===== src/hw/rtl/wtosc_pkg.sv =====
package wtosc_pkg;

    // sizing
    localparam int TABLE_LENGTH  = 1024;
    localparam int GLIDE_SAMPLES = 256;   // power of two

    localparam int FREQ_W   = 17;
    localparam int SYMM_W   = 16;
    localparam int PPH_W    = 25;
    localparam int MODE_W   = 2;
    localparam int ROW_W    = 8;
    localparam int COL_W    = 8;
    localparam int FRAC_W   = 24;
    localparam int IDX_W    = $clog2(TABLE_LENGTH);
    localparam int PHASE_W  = IDX_W + FRAC_W;
    localparam int CNT_W    = $clog2(GLIDE_SAMPLES);
    localparam int GMC_W    = CNT_W + 1;
    localparam int MUL_A_W  = PPH_W;
    localparam int MUL_B_W  = FREQ_W;
    localparam int PROD_W   = MUL_A_W + MUL_B_W;
    localparam int ROWY_W   = 11;
    localparam int STEP_W   = 4;

    localparam int S_TDATA_W = ((MODE_W + FREQ_W + SYMM_W + 7) / 8) * 8;
    localparam int M_TDATA_W = ((ROW_W + COL_W + IDX_W + 7) / 8) * 8;

    // constants
    localparam int FREQ_MIN      = 320;
    localparam int FREQ_MAX      = 81920;
    localparam int SYMM_MIN      = 328;
    localparam int SYMM_MAX      = 32768;
    localparam int FREQ_RESET    = 3600;
    localparam int SYMM_RESET    = 32768;
    localparam int PPH_RESET     = 389621;
    localparam int HZ_SHIFT      = 4;    // frequency is in 1/16 Hz
    localparam int COL_SCALE     = 255;
    localparam int COL_SHIFT     = 15;
    localparam int ROW_PRE_SHIFT = 6;    // x/320 = (x/64)/5
    localparam int ROW_RECIP     = 1639; // ~ 2^13 / 5
    localparam int ROW_SHIFT     = 13;
    localparam int ROW_MAX       = 255;
    localparam int COL_MAX       = 255;

    typedef enum logic [MODE_W-1:0] {
        MODE_TICK   = 2'd0,
        MODE_SET_FS = 2'd1,
        MODE_SET_F  = 2'd2
    } mode_t;

    typedef enum logic [STEP_W-1:0] {
        STEP_IDLE     = 4'd0,
        STEP_F_OLD    = 4'd1,
        STEP_F_TGT    = 4'd2,
        STEP_S_OLD    = 4'd3,
        STEP_S_TGT    = 4'd4,
        STEP_PH_MUL   = 4'd5,
        STEP_PH_ADD   = 4'd6,
        STEP_COL      = 4'd7,
        STEP_EMIT     = 4'd8,
        STEP_LOAD     = 4'd9
    } step_t;

    typedef enum logic [1:0] {
        J_NEXT,
        J_DISPATCH,
        J_HOLD_OUT,
        J_RESTART
    } jump_t;

    typedef enum logic [2:0] {
        A_F_OLD,
        A_F_TGT,
        A_S_OLD,
        A_S_TGT,
        A_PPH,
        A_S_CUR,
        A_ROWY
    } asel_t;

    typedef enum logic [2:0] {
        B_GMC,
        B_CNT,
        B_F_CUR,
        B_COL_SCALE,
        B_ROW_RECIP
    } bsel_t;

    typedef enum logic [1:0] {
        ACC_HOLD,
        ACC_LOAD,
        ACC_ADD
    } accop_t;

    typedef struct packed {
        jump_t  jump;
        asel_t  a_sel;
        bsel_t  b_sel;
        accop_t acc_op;
        logic   wr_freq;
        logic   wr_symm;
        logic   wr_phase;
        logic   wr_col;
        logic   wr_out;
        logic   load_pair;
    } ucode_t;

    typedef struct packed {
        logic  in_valid;
        mode_t mode;
        logic  out_free;
    } seq_status_t;

endpackage


===== src/hw/rtl/wtosc_ucode_rom.sv =====
module wtosc_ucode_rom (
    input  wtosc_pkg::step_t  step,
    output wtosc_pkg::ucode_t cw
);

    always_comb begin
        cw = '{jump: wtosc_pkg::J_RESTART, a_sel: wtosc_pkg::A_F_OLD,
               b_sel: wtosc_pkg::B_GMC, acc_op: wtosc_pkg::ACC_HOLD,
               default: 1'b0};
        case (step)
            wtosc_pkg::STEP_IDLE: begin
                cw.jump = wtosc_pkg::J_DISPATCH;
            end
            wtosc_pkg::STEP_F_OLD: begin
                cw.jump   = wtosc_pkg::J_NEXT;
                cw.a_sel  = wtosc_pkg::A_F_OLD;
                cw.b_sel  = wtosc_pkg::B_GMC;
                cw.acc_op = wtosc_pkg::ACC_LOAD;
            end
            wtosc_pkg::STEP_F_TGT: begin
                cw.jump   = wtosc_pkg::J_NEXT;
                cw.a_sel  = wtosc_pkg::A_F_TGT;
                cw.b_sel  = wtosc_pkg::B_CNT;
                cw.acc_op = wtosc_pkg::ACC_ADD;
            end
            wtosc_pkg::STEP_S_OLD: begin
                cw.jump    = wtosc_pkg::J_NEXT;
                cw.wr_freq = 1'b1;
                cw.a_sel   = wtosc_pkg::A_S_OLD;
                cw.b_sel   = wtosc_pkg::B_GMC;
                cw.acc_op  = wtosc_pkg::ACC_LOAD;
            end
            wtosc_pkg::STEP_S_TGT: begin
                cw.jump   = wtosc_pkg::J_NEXT;
                cw.a_sel  = wtosc_pkg::A_S_TGT;
                cw.b_sel  = wtosc_pkg::B_CNT;
                cw.acc_op = wtosc_pkg::ACC_ADD;
            end
            wtosc_pkg::STEP_PH_MUL: begin
                cw.jump    = wtosc_pkg::J_NEXT;
                cw.wr_symm = 1'b1;
                cw.a_sel   = wtosc_pkg::A_PPH;
                cw.b_sel   = wtosc_pkg::B_F_CUR;
                cw.acc_op  = wtosc_pkg::ACC_LOAD;
            end
            wtosc_pkg::STEP_PH_ADD: begin
                cw.jump     = wtosc_pkg::J_NEXT;
                cw.wr_phase = 1'b1;
                cw.a_sel    = wtosc_pkg::A_S_CUR;
                cw.b_sel    = wtosc_pkg::B_COL_SCALE;
                cw.acc_op   = wtosc_pkg::ACC_LOAD;
            end
            wtosc_pkg::STEP_COL: begin
                cw.jump   = wtosc_pkg::J_NEXT;
                cw.wr_col = 1'b1;
                cw.a_sel  = wtosc_pkg::A_ROWY;
                cw.b_sel  = wtosc_pkg::B_ROW_RECIP;
                cw.acc_op = wtosc_pkg::ACC_LOAD;
            end
            wtosc_pkg::STEP_EMIT: begin
                cw.jump   = wtosc_pkg::J_HOLD_OUT;
                cw.wr_out = 1'b1;
            end
            wtosc_pkg::STEP_LOAD: begin
                cw.jump      = wtosc_pkg::J_RESTART;
                cw.load_pair = 1'b1;
            end
            default: begin
                cw.jump = wtosc_pkg::J_RESTART;
            end
        endcase
    end

endmodule


===== src/hw/rtl/wtosc_seq.sv =====
module wtosc_seq (
    input  logic                   aclk,
    input  logic                   aresetn,
    input  wtosc_pkg::seq_status_t status,
    output wtosc_pkg::ucode_t      cw,
    output logic                   in_ready
);

    wtosc_pkg::step_t step_reg;
    wtosc_pkg::step_t step_next;

    wtosc_ucode_rom u_rom (
        .step (step_reg),
        .cw   (cw)
    );

    assign in_ready = (cw.jump == wtosc_pkg::J_DISPATCH);

    always_comb begin
        step_next = step_reg;
        case (cw.jump)
            wtosc_pkg::J_NEXT: begin
                step_next = wtosc_pkg::step_t'(step_reg + 4'd1);
            end
            wtosc_pkg::J_DISPATCH: begin
                step_next = wtosc_pkg::STEP_IDLE;
                if (status.in_valid) begin
                    case (status.mode)
                        wtosc_pkg::MODE_TICK:   step_next = wtosc_pkg::STEP_F_OLD;
                        wtosc_pkg::MODE_SET_FS: step_next = wtosc_pkg::STEP_LOAD;
                        wtosc_pkg::MODE_SET_F:  step_next = wtosc_pkg::STEP_LOAD;
                        default:                step_next = wtosc_pkg::STEP_IDLE;
                    endcase
                end
            end
            wtosc_pkg::J_HOLD_OUT: begin
                if (status.out_free) begin
                    step_next = wtosc_pkg::STEP_IDLE;
                end
            end
            default: begin
                step_next = wtosc_pkg::STEP_IDLE;
            end
        endcase
    end

    always_ff @(posedge aclk) begin
        if (!aresetn) begin
            step_reg <= wtosc_pkg::STEP_IDLE;
        end else begin
            step_reg <= step_next;
        end
    end

endmodule


===== src/hw/rtl/wtosc_datapath.sv =====
module wtosc_datapath (
    input  logic                                aclk,
    input  logic                                aresetn,
    input  wtosc_pkg::ucode_t                   cw,
    input  logic                                in_accept,
    input  wtosc_pkg::mode_t                    in_mode,
    input  logic [wtosc_pkg::FREQ_W-1:0]        in_freq,
    input  logic [wtosc_pkg::SYMM_W-1:0]        in_symm,
    input  logic                                cfg_we,
    input  logic [wtosc_pkg::PPH_W-1:0]         cfg_wdata,
    input  logic                                out_ready,
    output logic                                out_valid,
    output logic [wtosc_pkg::ROW_W-1:0]         out_row,
    output logic [wtosc_pkg::COL_W-1:0]         out_col,
    output logic [wtosc_pkg::IDX_W-1:0]         out_idx,
    output logic                                out_free
);

    localparam int FW = wtosc_pkg::FREQ_W;
    localparam int SW = wtosc_pkg::SYMM_W;
    localparam int PW = wtosc_pkg::PROD_W;
    localparam int CW = wtosc_pkg::CNT_W;

    logic [FW-1:0]                 freq_a_reg, freq_b_reg, f_cur_reg;
    logic [SW-1:0]                 symm_a_reg, symm_b_reg, s_cur_reg;
    logic                          tgt_b_reg;
    logic [CW-1:0]                 cnt_reg;
    logic [wtosc_pkg::PHASE_W-1:0] phase_reg;
    logic [wtosc_pkg::PPH_W-1:0]   pph_reg;
    logic [PW-1:0]                 acc_reg, acc_next;
    logic [wtosc_pkg::COL_W-1:0]   col_reg;
    wtosc_pkg::mode_t              mode_reg;
    logic [FW-1:0]                 nf_reg;
    logic [SW-1:0]                 ns_reg;
    logic                          out_valid_reg;
    logic [wtosc_pkg::ROW_W-1:0]   out_row_reg;
    logic [wtosc_pkg::COL_W-1:0]   out_col_reg;
    logic [wtosc_pkg::IDX_W-1:0]   out_idx_reg;

    logic [wtosc_pkg::MUL_A_W-1:0] mul_a;
    logic [wtosc_pkg::MUL_B_W-1:0] mul_b;
    logic [PW-1:0]                 prod;
    logic [wtosc_pkg::GMC_W-1:0]   gmc;
    logic [wtosc_pkg::ROWY_W-1:0]  rowy;
    logic [FW-1:0]                 f_sat;
    logic [SW-1:0]                 s_load;
    logic [PW-1:0]                 col_full, row_full;
    logic [wtosc_pkg::COL_W-1:0]   col_val;
    logic [wtosc_pkg::ROW_W-1:0]   row_val;
    logic                          out_load;

    assign out_free = !out_valid_reg || out_ready;
    assign out_load = cw.wr_out && out_free;

    assign gmc = wtosc_pkg::GMC_W'(wtosc_pkg::GLIDE_SAMPLES) - {1'b0, cnt_reg};

    // (f - 320) / 64, the remaining /5 goes through the multiplier
    always_comb begin
        if (f_cur_reg < FW'(wtosc_pkg::FREQ_MIN)) begin
            rowy = '0;
        end else begin
            rowy = wtosc_pkg::ROWY_W'((f_cur_reg - FW'(wtosc_pkg::FREQ_MIN))
                                      >> wtosc_pkg::ROW_PRE_SHIFT);
        end
    end

    always_comb begin
        case (cw.a_sel)
            wtosc_pkg::A_F_OLD: mul_a = wtosc_pkg::MUL_A_W'(tgt_b_reg ? freq_a_reg : freq_b_reg);
            wtosc_pkg::A_F_TGT: mul_a = wtosc_pkg::MUL_A_W'(tgt_b_reg ? freq_b_reg : freq_a_reg);
            wtosc_pkg::A_S_OLD: mul_a = wtosc_pkg::MUL_A_W'(tgt_b_reg ? symm_a_reg : symm_b_reg);
            wtosc_pkg::A_S_TGT: mul_a = wtosc_pkg::MUL_A_W'(tgt_b_reg ? symm_b_reg : symm_a_reg);
            wtosc_pkg::A_PPH:   mul_a = pph_reg;
            wtosc_pkg::A_S_CUR: mul_a = wtosc_pkg::MUL_A_W'(s_cur_reg);
            wtosc_pkg::A_ROWY:  mul_a = wtosc_pkg::MUL_A_W'(rowy);
            default:            mul_a = '0;
        endcase
    end

    always_comb begin
        case (cw.b_sel)
            wtosc_pkg::B_GMC:       mul_b = wtosc_pkg::MUL_B_W'(gmc);
            wtosc_pkg::B_CNT:       mul_b = wtosc_pkg::MUL_B_W'(cnt_reg);
            wtosc_pkg::B_F_CUR:     mul_b = f_cur_reg;
            wtosc_pkg::B_COL_SCALE: mul_b = wtosc_pkg::MUL_B_W'(wtosc_pkg::COL_SCALE);
            wtosc_pkg::B_ROW_RECIP: mul_b = wtosc_pkg::MUL_B_W'(wtosc_pkg::ROW_RECIP);
            default:                mul_b = '0;
        endcase
    end

    assign prod = PW'(mul_a) * PW'(mul_b);

    always_comb begin
        case (cw.acc_op)
            wtosc_pkg::ACC_LOAD: acc_next = prod;
            wtosc_pkg::ACC_ADD:  acc_next = acc_reg + prod;
            default:             acc_next = acc_reg;
        endcase
    end

    // clamps on the scaled results
    assign col_full = acc_reg >> wtosc_pkg::COL_SHIFT;
    assign row_full = acc_reg >> wtosc_pkg::ROW_SHIFT;
    assign col_val  = (col_full > PW'(wtosc_pkg::COL_MAX)) ?
                      wtosc_pkg::COL_W'(wtosc_pkg::COL_MAX) : col_full[wtosc_pkg::COL_W-1:0];
    assign row_val  = (row_full > PW'(wtosc_pkg::ROW_MAX)) ?
                      wtosc_pkg::ROW_W'(wtosc_pkg::ROW_MAX) : row_full[wtosc_pkg::ROW_W-1:0];

    // pair load operands
    always_comb begin
        if (nf_reg < FW'(wtosc_pkg::FREQ_MIN)) begin
            f_sat = FW'(wtosc_pkg::FREQ_MIN);
        end else if (nf_reg > FW'(wtosc_pkg::FREQ_MAX)) begin
            f_sat = FW'(wtosc_pkg::FREQ_MAX);
        end else begin
            f_sat = nf_reg;
        end
        if (mode_reg == wtosc_pkg::MODE_SET_FS) begin
            if (ns_reg < SW'(wtosc_pkg::SYMM_MIN)) begin
                s_load = SW'(wtosc_pkg::SYMM_MIN);
            end else if (ns_reg > SW'(wtosc_pkg::SYMM_MAX)) begin
                s_load = SW'(wtosc_pkg::SYMM_MAX);
            end else begin
                s_load = ns_reg;
            end
        end else begin
            s_load = tgt_b_reg ? symm_b_reg : symm_a_reg;
        end
    end

    always_ff @(posedge aclk) begin
        if (!aresetn) begin
            freq_a_reg    <= FW'(wtosc_pkg::FREQ_RESET);
            freq_b_reg    <= FW'(wtosc_pkg::FREQ_RESET);
            symm_a_reg    <= SW'(wtosc_pkg::SYMM_RESET);
            symm_b_reg    <= SW'(wtosc_pkg::SYMM_RESET);
            tgt_b_reg     <= 1'b0;
            cnt_reg       <= '0;
            phase_reg     <= '0;
            pph_reg       <= wtosc_pkg::PPH_W'(wtosc_pkg::PPH_RESET);
            out_valid_reg <= 1'b0;
        end else begin
            if (cfg_we) begin
                pph_reg <= cfg_wdata;
            end
            if (cw.wr_phase) begin
                phase_reg <= phase_reg
                             + wtosc_pkg::PHASE_W'(acc_reg >> wtosc_pkg::HZ_SHIFT);
            end
            if (cw.load_pair) begin
                if (tgt_b_reg) begin
                    freq_a_reg <= f_sat;
                    symm_a_reg <= s_load;
                end else begin
                    freq_b_reg <= f_sat;
                    symm_b_reg <= s_load;
                end
                tgt_b_reg <= !tgt_b_reg;
                cnt_reg   <= '0;
            end else if (out_load && (cnt_reg != '1)) begin
                cnt_reg <= cnt_reg + 1'b1;
            end
            if (out_load) begin
                out_valid_reg <= 1'b1;
            end else if (out_ready) begin
                out_valid_reg <= 1'b0;
            end
        end
    end

    always_ff @(posedge aclk) begin
        acc_reg <= acc_next;
        if (in_accept) begin
            mode_reg <= in_mode;
            nf_reg   <= in_freq;
            ns_reg   <= in_symm;
        end
        if (cw.wr_freq) begin
            f_cur_reg <= FW'(acc_reg >> CW);
        end
        if (cw.wr_symm) begin
            s_cur_reg <= SW'(acc_reg >> CW);
        end
        if (cw.wr_col) begin
            col_reg <= col_val;
        end
        if (out_load) begin
            out_row_reg <= row_val;
            out_col_reg <= col_reg;
            out_idx_reg <= phase_reg[wtosc_pkg::PHASE_W-1:wtosc_pkg::FRAC_W];
        end
    end

    assign out_valid = out_valid_reg;
    assign out_row   = out_row_reg;
    assign out_col   = out_col_reg;
    assign out_idx   = out_idx_reg;

endmodule


===== src/hw/rtl/wavetable_oscillator_glide_addr.sv =====
// a sample tick runs the F_OLD..COL steps, then EMIT registers its result onto m_tvalid
// s_tready is high only in IDLE, so each tick or load ends before the next is taken
// commands run as a microcode program around the single 25x17 multiplier
// a pending result in the output register stalls only the last step of the next tick
// reset (aresetn low, synchronous) restores both pairs, glide, phase and phase_per_hz
module wavetable_oscillator_glide_addr (
    input  logic                              aclk,
    input  logic                              aresetn,
    input  logic                              s_tvalid,
    output logic                              s_tready,
    // mode, new_frequency, new_symmetry
    input  logic [wtosc_pkg::S_TDATA_W-1:0]   s_tdata,
    output logic                              m_tvalid,
    input  logic                              m_tready,
    // pitch_row, symmetry_column, phase_index
    output logic [wtosc_pkg::M_TDATA_W-1:0]   m_tdata,
    input  logic                              cfg_we,
    input  logic [wtosc_pkg::PPH_W-1:0]       cfg_wdata
);

    localparam int MB = wtosc_pkg::MODE_W;
    localparam int FB = MB + wtosc_pkg::FREQ_W;
    localparam int SB = FB + wtosc_pkg::SYMM_W;

    wtosc_pkg::ucode_t      cw;
    wtosc_pkg::seq_status_t status;
    wtosc_pkg::mode_t       in_mode;
    logic                   in_ready;
    logic                   out_free;
    logic [wtosc_pkg::ROW_W-1:0] out_row;
    logic [wtosc_pkg::COL_W-1:0] out_col;
    logic [wtosc_pkg::IDX_W-1:0] out_idx;

    assign in_mode         = wtosc_pkg::mode_t'(s_tdata[MB-1:0]);
    assign status.in_valid = s_tvalid;
    assign status.mode     = in_mode;
    assign status.out_free = out_free;
    assign s_tready        = in_ready;

    wtosc_seq u_seq (
        .aclk     (aclk),
        .aresetn  (aresetn),
        .status   (status),
        .cw       (cw),
        .in_ready (in_ready)
    );

    wtosc_datapath u_dp (
        .aclk      (aclk),
        .aresetn   (aresetn),
        .cw        (cw),
        .in_accept (s_tvalid && in_ready),
        .in_mode   (in_mode),
        .in_freq   (s_tdata[FB-1:MB]),
        .in_symm   (s_tdata[SB-1:FB]),
        .cfg_we    (cfg_we),
        .cfg_wdata (cfg_wdata),
        .out_ready (m_tready),
        .out_valid (m_tvalid),
        .out_row   (out_row),
        .out_col   (out_col),
        .out_idx   (out_idx),
        .out_free  (out_free)
    );

    assign m_tdata = wtosc_pkg::M_TDATA_W'({out_idx, out_col, out_row});

endmodule


===== config.mk =====
export PLATFORM = sky130hd
export DESIGN_NAME = wavetable_oscillator_glide_addr
export DESIGN_NICKNAME = d
export VERILOG_FILES = /design/src/hw/rtl/wtosc_pkg.sv /design/src/hw/rtl/wtosc_ucode_rom.sv /design/src/hw/rtl/wtosc_seq.sv /design/src/hw/rtl/wtosc_datapath.sv /design/src/hw/rtl/wavetable_oscillator_glide_addr.sv
export SDC_FILE = /design/constraint.sdc
export NUM_CORES = 2
export LEC_CHECK = 0
export BUFFER_PORTS_ARGS = -buffer_cell sky130_fd_sc_hd__buf_2
export CORE_MARGIN = 4
export CORE_UTILIZATION = 50
export CTS_CLUSTER_SIZE = 25
export DETAILED_ROUTE_END_ITERATION = 6
export GPL_ROUTABILITY_DRIVEN = 0
export PLACE_DENSITY = 0.66
export SLEW_MARGIN = 20
export SYNTH_ARGS = -nofsm -noshare
export SYNTH_HDL_FRONTEND = slang
export SYNTH_SLANG_ARGS = --single-unit
export TNS_END_PERCENT = 1

===== constraint.sdc =====
create_clock -name aclk -period 13.1 [get_ports aclk]
set_input_delay 1.31 -clock aclk [delete_from_list [all_inputs] [get_ports aclk]]
set_output_delay 1.31 -clock aclk [all_outputs]
set_load 0.01 [all_outputs]

After elaboration in Yosys (flattened, before gate mapping) --
Index checks and enable logic that the tools add are counted.
Word-level totals: register bits 283, input port bits 70, output and inout port bits 34, word-level logic and storage cells 110
Cells by class: add/subtract/negate cells 6, multipliers 1, $lt $le $gt $ge 7, equality and inequality tests 28, muxes and demuxes 28, bitwise operators 2, reductions and logical operators 18
Operators by type and width (number):
- 25-bit one-hot mux with 7 select lines | 1
- 16-bit two-way mux | 6
- 17-bit one-hot mux with 5 select lines | 1
- 42-bit one-hot mux with 2 select lines | 1
- 17-bit two-way mux | 4
- 8-bit one-hot mux with 7 select lines | 1
- 42-bit adder | 1
- 25-bit by 17-bit multiplier with 42-bit output | 1
- 34-bit adder | 1
- 17-bit by 9-bit less-than comparator with 1-bit output (second input constant) | 2
- 29-bit by 8-bit greater-than comparator with 1-bit output (second input constant) | 1
- 27-bit by 8-bit greater-than comparator with 1-bit output (second input constant) | 1
- 17-bit greater-than comparator (second input constant) | 1
- 17-bit by 9-bit subtractor with 17-bit output (second input constant) | 1
- 4-bit by 3-bit == test with 1-bit output (second input constant) | 4
- 16-bit greater-than comparator (second input constant) | 1
- 16-bit by 9-bit less-than comparator with 1-bit output (second input constant) | 1
- 3-bit by 2-bit == test with 1-bit output (second input constant) | 4
- 3-bit == test (second input constant) | 4
- 4-bit one-hot mux with 3 select lines | 1
- 11-bit two-way mux | 1
- 9-bit by 8-bit subtractor with 9-bit output (first input constant) | 1
- 8-bit by 1-bit adder with 8-bit output (second input constant) | 1
- 2-bit by 1-bit == test with 1-bit output (second input constant) | 4
- 23 further kinds | 45

Logic depth before layout (Yosys ltp) --
depth in word-level cells 7, depth in mapped cells 47, depth with buffers taken out 45

Cells and area by module --
Synthesis repeated with hierarchy kept, for this count alone.
Unflattened totals: cells, all modules 3332, area, all modules 29965.0 µm²
By module, submodules not included:
- wtosc_datapath | times used 1, cells each 3263, area an instance 29453.2 µm², sequential area each 7026.7 µm²
- wtosc_seq | times used 1, cells each 30, area an instance 284.0 µm², sequential area each 80.1 µm²
- wtosc_ucode_rom | times used 1, cells each 31, area an instance 172.7 µm², sequential area each 0.0 µm²
- wavetable_oscillator_glide_addr | times used 1, cells each 8, area an instance 55.1 µm², sequential area each 0.0 µm²

Worst setup path after synthesis --
No wires, ideal clock.
path type reg-to-reg, start reg u_seq.step_reg[0], end reg u_dp.acc_reg[36] (data pin), setup time 259 ps, arrival 9851 ps, required time 12841 ps, slack 2990 ps, cell stages (with the launch flop) 43, buffers on the path 2, clock period less this slack 10110 ps, cell sequence dfxtp_1 inv_1 ha_1 nor3_1 nor2b_1 buf_2 nor2_1 nand2_1 o21ai_0 a211oi_1 o211ai_1 clkbuf_1 nand2_1 fa_1 inv_1 fa_1 inv_1 fa_1 [... 7 more ...] and3_1 o21a_1 or3_1 a21o_1 nor2b_1 a21o_1 a21oi_1 xnor2_1 ha_1 nand2_1 nor4_1 a2111oi_4 nor3_1 or2_4 a31oi_4 or2b_1 mux2_1 a211o_1
Between the ends: longest elaborated chain between the ends 7, elaborated cells between the ends (all ways) 27, classes of those cells add/sub (1); mul (1); eq/ne (19); mux (4); reduce/logical (2)
Ends and longest elaborated chain:
- from (decl) | RTL line wtosc_seq.sv:9 | wtosc_pkg::step_t step_reg;
- from (signal assigned) | RTL line wtosc_seq.sv:49 | step_reg <= wtosc_pkg::STEP_IDLE;
- from (signal assigned) | RTL line wtosc_seq.sv:51 | step_reg <= step_next;
- 4-bit by 3-bit == test with 1-bit output (tied with other cells) | RTL line wtosc_ucode_rom.sv:10 | case (step)
- 8-bit one-hot mux with 7 select lines (*) | RTL line wtosc_ucode_rom.sv:10
- 3-bit == test (tied with other cells) | RTL line wtosc_datapath.sv:68 | case (cw.a_sel)
- 25-bit one-hot mux with 7 select lines or 17-bit one-hot mux with 5 select lines (tied branches) | RTL line wtosc_datapath.sv:68, wtosc_datapath.sv:81
- 25-bit by 17-bit multiplier with 42-bit output | RTL line wtosc_datapath.sv:91 | assign prod = PW'(mul_a) * PW'(mul_b);
- 42-bit adder | RTL line wtosc_datapath.sv:96 | wtosc_pkg::ACC_ADD: acc_next = acc_reg + prod;
- 42-bit one-hot mux with 2 select lines (*) | RTL line wtosc_datapath.sv:94 | case (cw.acc_op)
- net u_dp.acc_next[36] | RTL line wtosc_datapath.sv:30 | logic [PW-1:0] acc_reg, acc_next;
- to (signal assigned) | RTL line wtosc_datapath.sv:172 | acc_reg <= acc_next;
- to (decl) | RTL line wtosc_datapath.sv:30
The timed path passes the listed nets; every way through them passes the cells marked *. A chain may end at the register's enable or synchronous reset.

Worst setup path in the final report --
start reg u_seq.step_reg[0], end reg u_dp.acc_reg[40] (data pin)
Same word-level chain as after synthesis.

==> summary.md <==
| Metric | Value |
|---|---|
| Max-cap viol count | `0` |
| Port bufs | `92` |
| Gate power share | `0.201` |
| Highest clock rate | `0.0832 GHz` |
| Ys async rst share | `0` |
| Total Routing Usage GR | `0.272` |
| Switch share | `0.304` |
| Layout cells sized above 1 | `0.0778` |
| Post-synth EDFFs | `144` |
| Hold_sp | `u_dp.col_reg[0]` |
| FF-to-FF setup slack | `1.08 ns` |
| Startpoint Class | `flop` |
| Most common cell after layout, fill and taps aside | `nand2_1` |
| Post-CTS Setup Bufs | `0` |
| Hpwl dp | `65800 um` |
| Share of power burned in registers | `0.412` |
| Hold path depth | `0` |
| H-Tree Level Count | `2` |
| First-pass GRT wire length | `137000 um` |
| Tcrit/Tclk final | `0.918` |
| Row count | `89` |
| Net Sw Power | `732 uW` |
| Area contributors post-synth | `fa_1 (23%), edfxtp_1 (15%), dfxtp_1 (9.4%)` |
| Routed WL | `85600 um` |
| Maximum fanout along the worst path | `14` |
| Share of the synthesized area in the top cell type | `0.233` |
| Clock share of power | `0.387` |
| Die ar. | `63300 sq um` |
| FF+latch area | `7110 sq um` |
| Int Power | `1.68 mW` |
| Clock latency on the worst-skew pair | `0.56 ns` |
| Routed length on met1 | `34900 um` |
| Crit Path Class | `reg -> reg` |
| Sequential area share after synthesis | `0.239` |
| Hold_buf cts | `0` |
| Commonest cells after routing, fill and taps aside | `nand2_1 (518), inv_1 (460), fa_1 (346)` |
| Largest net degree at the start of global routing | `58` |
| CP endpoint kind | `flop` |
| Yosys top cell by area | `fa_1` |
| Min cycle time layout | `12.02 ns` |
| CP max-delay cell | `nor2_1` |
| RR Startpoint | `u_seq.step_reg[0]` |
| Cells on worst reg2reg path | `43` |
| CTS Root Cell | `clkbuf_16` |
| Fin Setup TNS | `0 ns` |
| VDD IR max | `0.110 mV` |
| Clock Tree Buf Depth | `3` |
| Routed wl met2 | `39700 um` |
| Yosys cell types | `83` |
| Critical Path RT | `13.39 ns` |
| Register bit total from synthesis | `283` |
| Clock Sink Count | `283` |
| Pre-Repair DR Iteration Count | `6` |
| Endpoints failing setup | `0` |
| Crit-path max cell delay | `0.69 ns` |
| Worst-Margin Slew | `1.15 ns` |
| Total grt overflow | `0` |
| Clock slew at reported path FFs | `0.06 ns` |
| Cts repair resizes | `0` |
| Via density per instance | `5.85` |
| Hold EP | `u_dp.out_col[0]` |
| CTS buffer count | `35` |
| Overall die width | `252 um` |
| Die H | `252 um` |
| Vias | `24016` |
| Tightest Hold Check Type | `reg -> reg` |
| Cell Pwr Density | `75.4 nW/um^2` |
| LEAKAGE | `14.8 nW` |
| Fillers | `5265` |
| Max Used Layer | `met4` |
| Final number of hold-violating endpoints | `0` |
| IO Count | `104` |
| Layout area overhead | `7.82%` |
| Total core area | `58900 sq um` |
| Wirelength per Cell | `20.9 um` |
| Vias in the first global route | `24772` |
| Post-Synthesis Cells | `3270` |
| Multi-input logic area | `20300 sq um` |
| Nets@finish | `3921` |
| Max_slew headroom | `0.235` |
| Final Max Slew Viols | `0` |
| Syn Std Cell Area | `29700 sq um` |
| Hold_ws | `0.422 ns` |
| DRC viols | `0` |
| Synth Flop Type | `edfxtp_1` |
| Antenna Nets Post-Route | `0` |
| Largest register FFs | `42` |
| Setup Skew | `0.0346 ns` |
| Synth warn | `0` |
| CTS tree | `built` |
| DR WL met3 | `7190 um` |
| Initial DRC Count | `2264` |
| Starting Density | `0.504` |
| Mean post-synth cell area | `9.08 sq um` |
| Reg-to-Reg End | `u_dp.acc_reg[40]` |
| Status | `finished clean` |
| Antenna violations before repair | `0` |
| RSZ-0062 raised after global routing | `false` |
| Diodes inserted | `0` |
| Crit path arrival time | `12.31 ns` |
## final cells by class
class                   instances  area share
repair buffers                139      0.0255
well taps                     773      0.0302
clock buffers                  50      0.0301
inverters                     461      0.0541
multi-input cells            2384       0.634
flip-flops and latches        283       0.222
clock inverters                14     0.00364
## logic make-up after synthesis
kind of cell / synth area share
simple gates: 0.155
buf+inv: 0.0781
compound gates: 0.134
fa+ha+maj: 0.318
flops: 0.239
xor+xnor: 0.0339
mux: 0.0417
other cells: 0.000126
## cells in the mapped netlist (66+ instances only)
cell type and n:
fa_1 346, a21oi_1 150, mux2i_1 66, nor2_1 165, xnor2_1 66, dfxtp_1 139, edfxtp_1 144, and2_1 102
ha_1 201, nand2_1 518, clkbuf_1 125, o21ai_0 93, inv_1 460
## metrics by stage
stage          total power [mW]  utilization  setup slack, ns  instances  area, sq um
6_report                   2.41        0.543             1.08       4104        32000
5_1_grt                    2.52        0.543            0.370       4104        32000
4_1_cts                    2.42        0.543             1.29       4104        32000
3_5_place_dp               1.48        0.525             1.35       4040        30900
3_3_place_gp               1.47        0.525             1.45       4040        30900
2_1_floorplan              1.34            -             2.99       3275        29700
## critical path, delay by kind of cell, from the launching register on
family | cells | cell delay, ns
AOI/OAI and AO/OA | 14 | 3.06
xor gates and xnor gates | 2 | 0.47
adders and majority gates | 9 | 4.19
buffers and inverters | 7 | 0.57
DFF | 1 | 0.37
muxes | 1 | 0.26
and+or+nand+nor | 10 | 2.79
## layer usage
layer / GRT usage / up-vias
met5: 0 / -
met4: 0.108 / 0
met3: 0.0420 / 226
met2: 0.440 / 1081
met1: 0.370 / 11827
li1: - / 10882
## worst max-delay path by stage
stage / from / endpoint / slack, ns / cells past startpoint
3_5_place_dp: u_seq.step_reg[0] / u_dp.acc_reg[36] / 1.35 / 43
4_1_cts: u_seq.step_reg[0] / u_dp.acc_reg[40] / 1.29 / 43
6_report: u_seq.step_reg[0] / u_dp.acc_reg[40] / 1.08 / 43
3_3_place_gp: u_seq.step_reg[0] / u_dp.acc_reg[40] / 1.45 / 44
5_1_grt: u_seq.step_reg[0] / u_dp.acc_reg[41] / 0.37 / 44
2_1_floorplan: u_seq.step_reg[0] / u_dp.acc_reg[36] / 2.99 / 42
## power groups by stage
| stage | registers, mW | logic (mW) | clock network [mW] |
|---|---|---|---|
| final | 0.993 | 0.485 | 0.935 |
| after global routing | 0.995 | 0.537 | 0.990 |
| after CTS | 0.993 | 0.477 | 0.951 |
| after detailed placement | 1.01 | 0.472 | 0 |
| after global placement | 1.01 | 0.460 | 0 |
| after floorplan | 0.994 | 0.347 | 0 |
No activity file was read; power rests on OpenSTA's default activity.
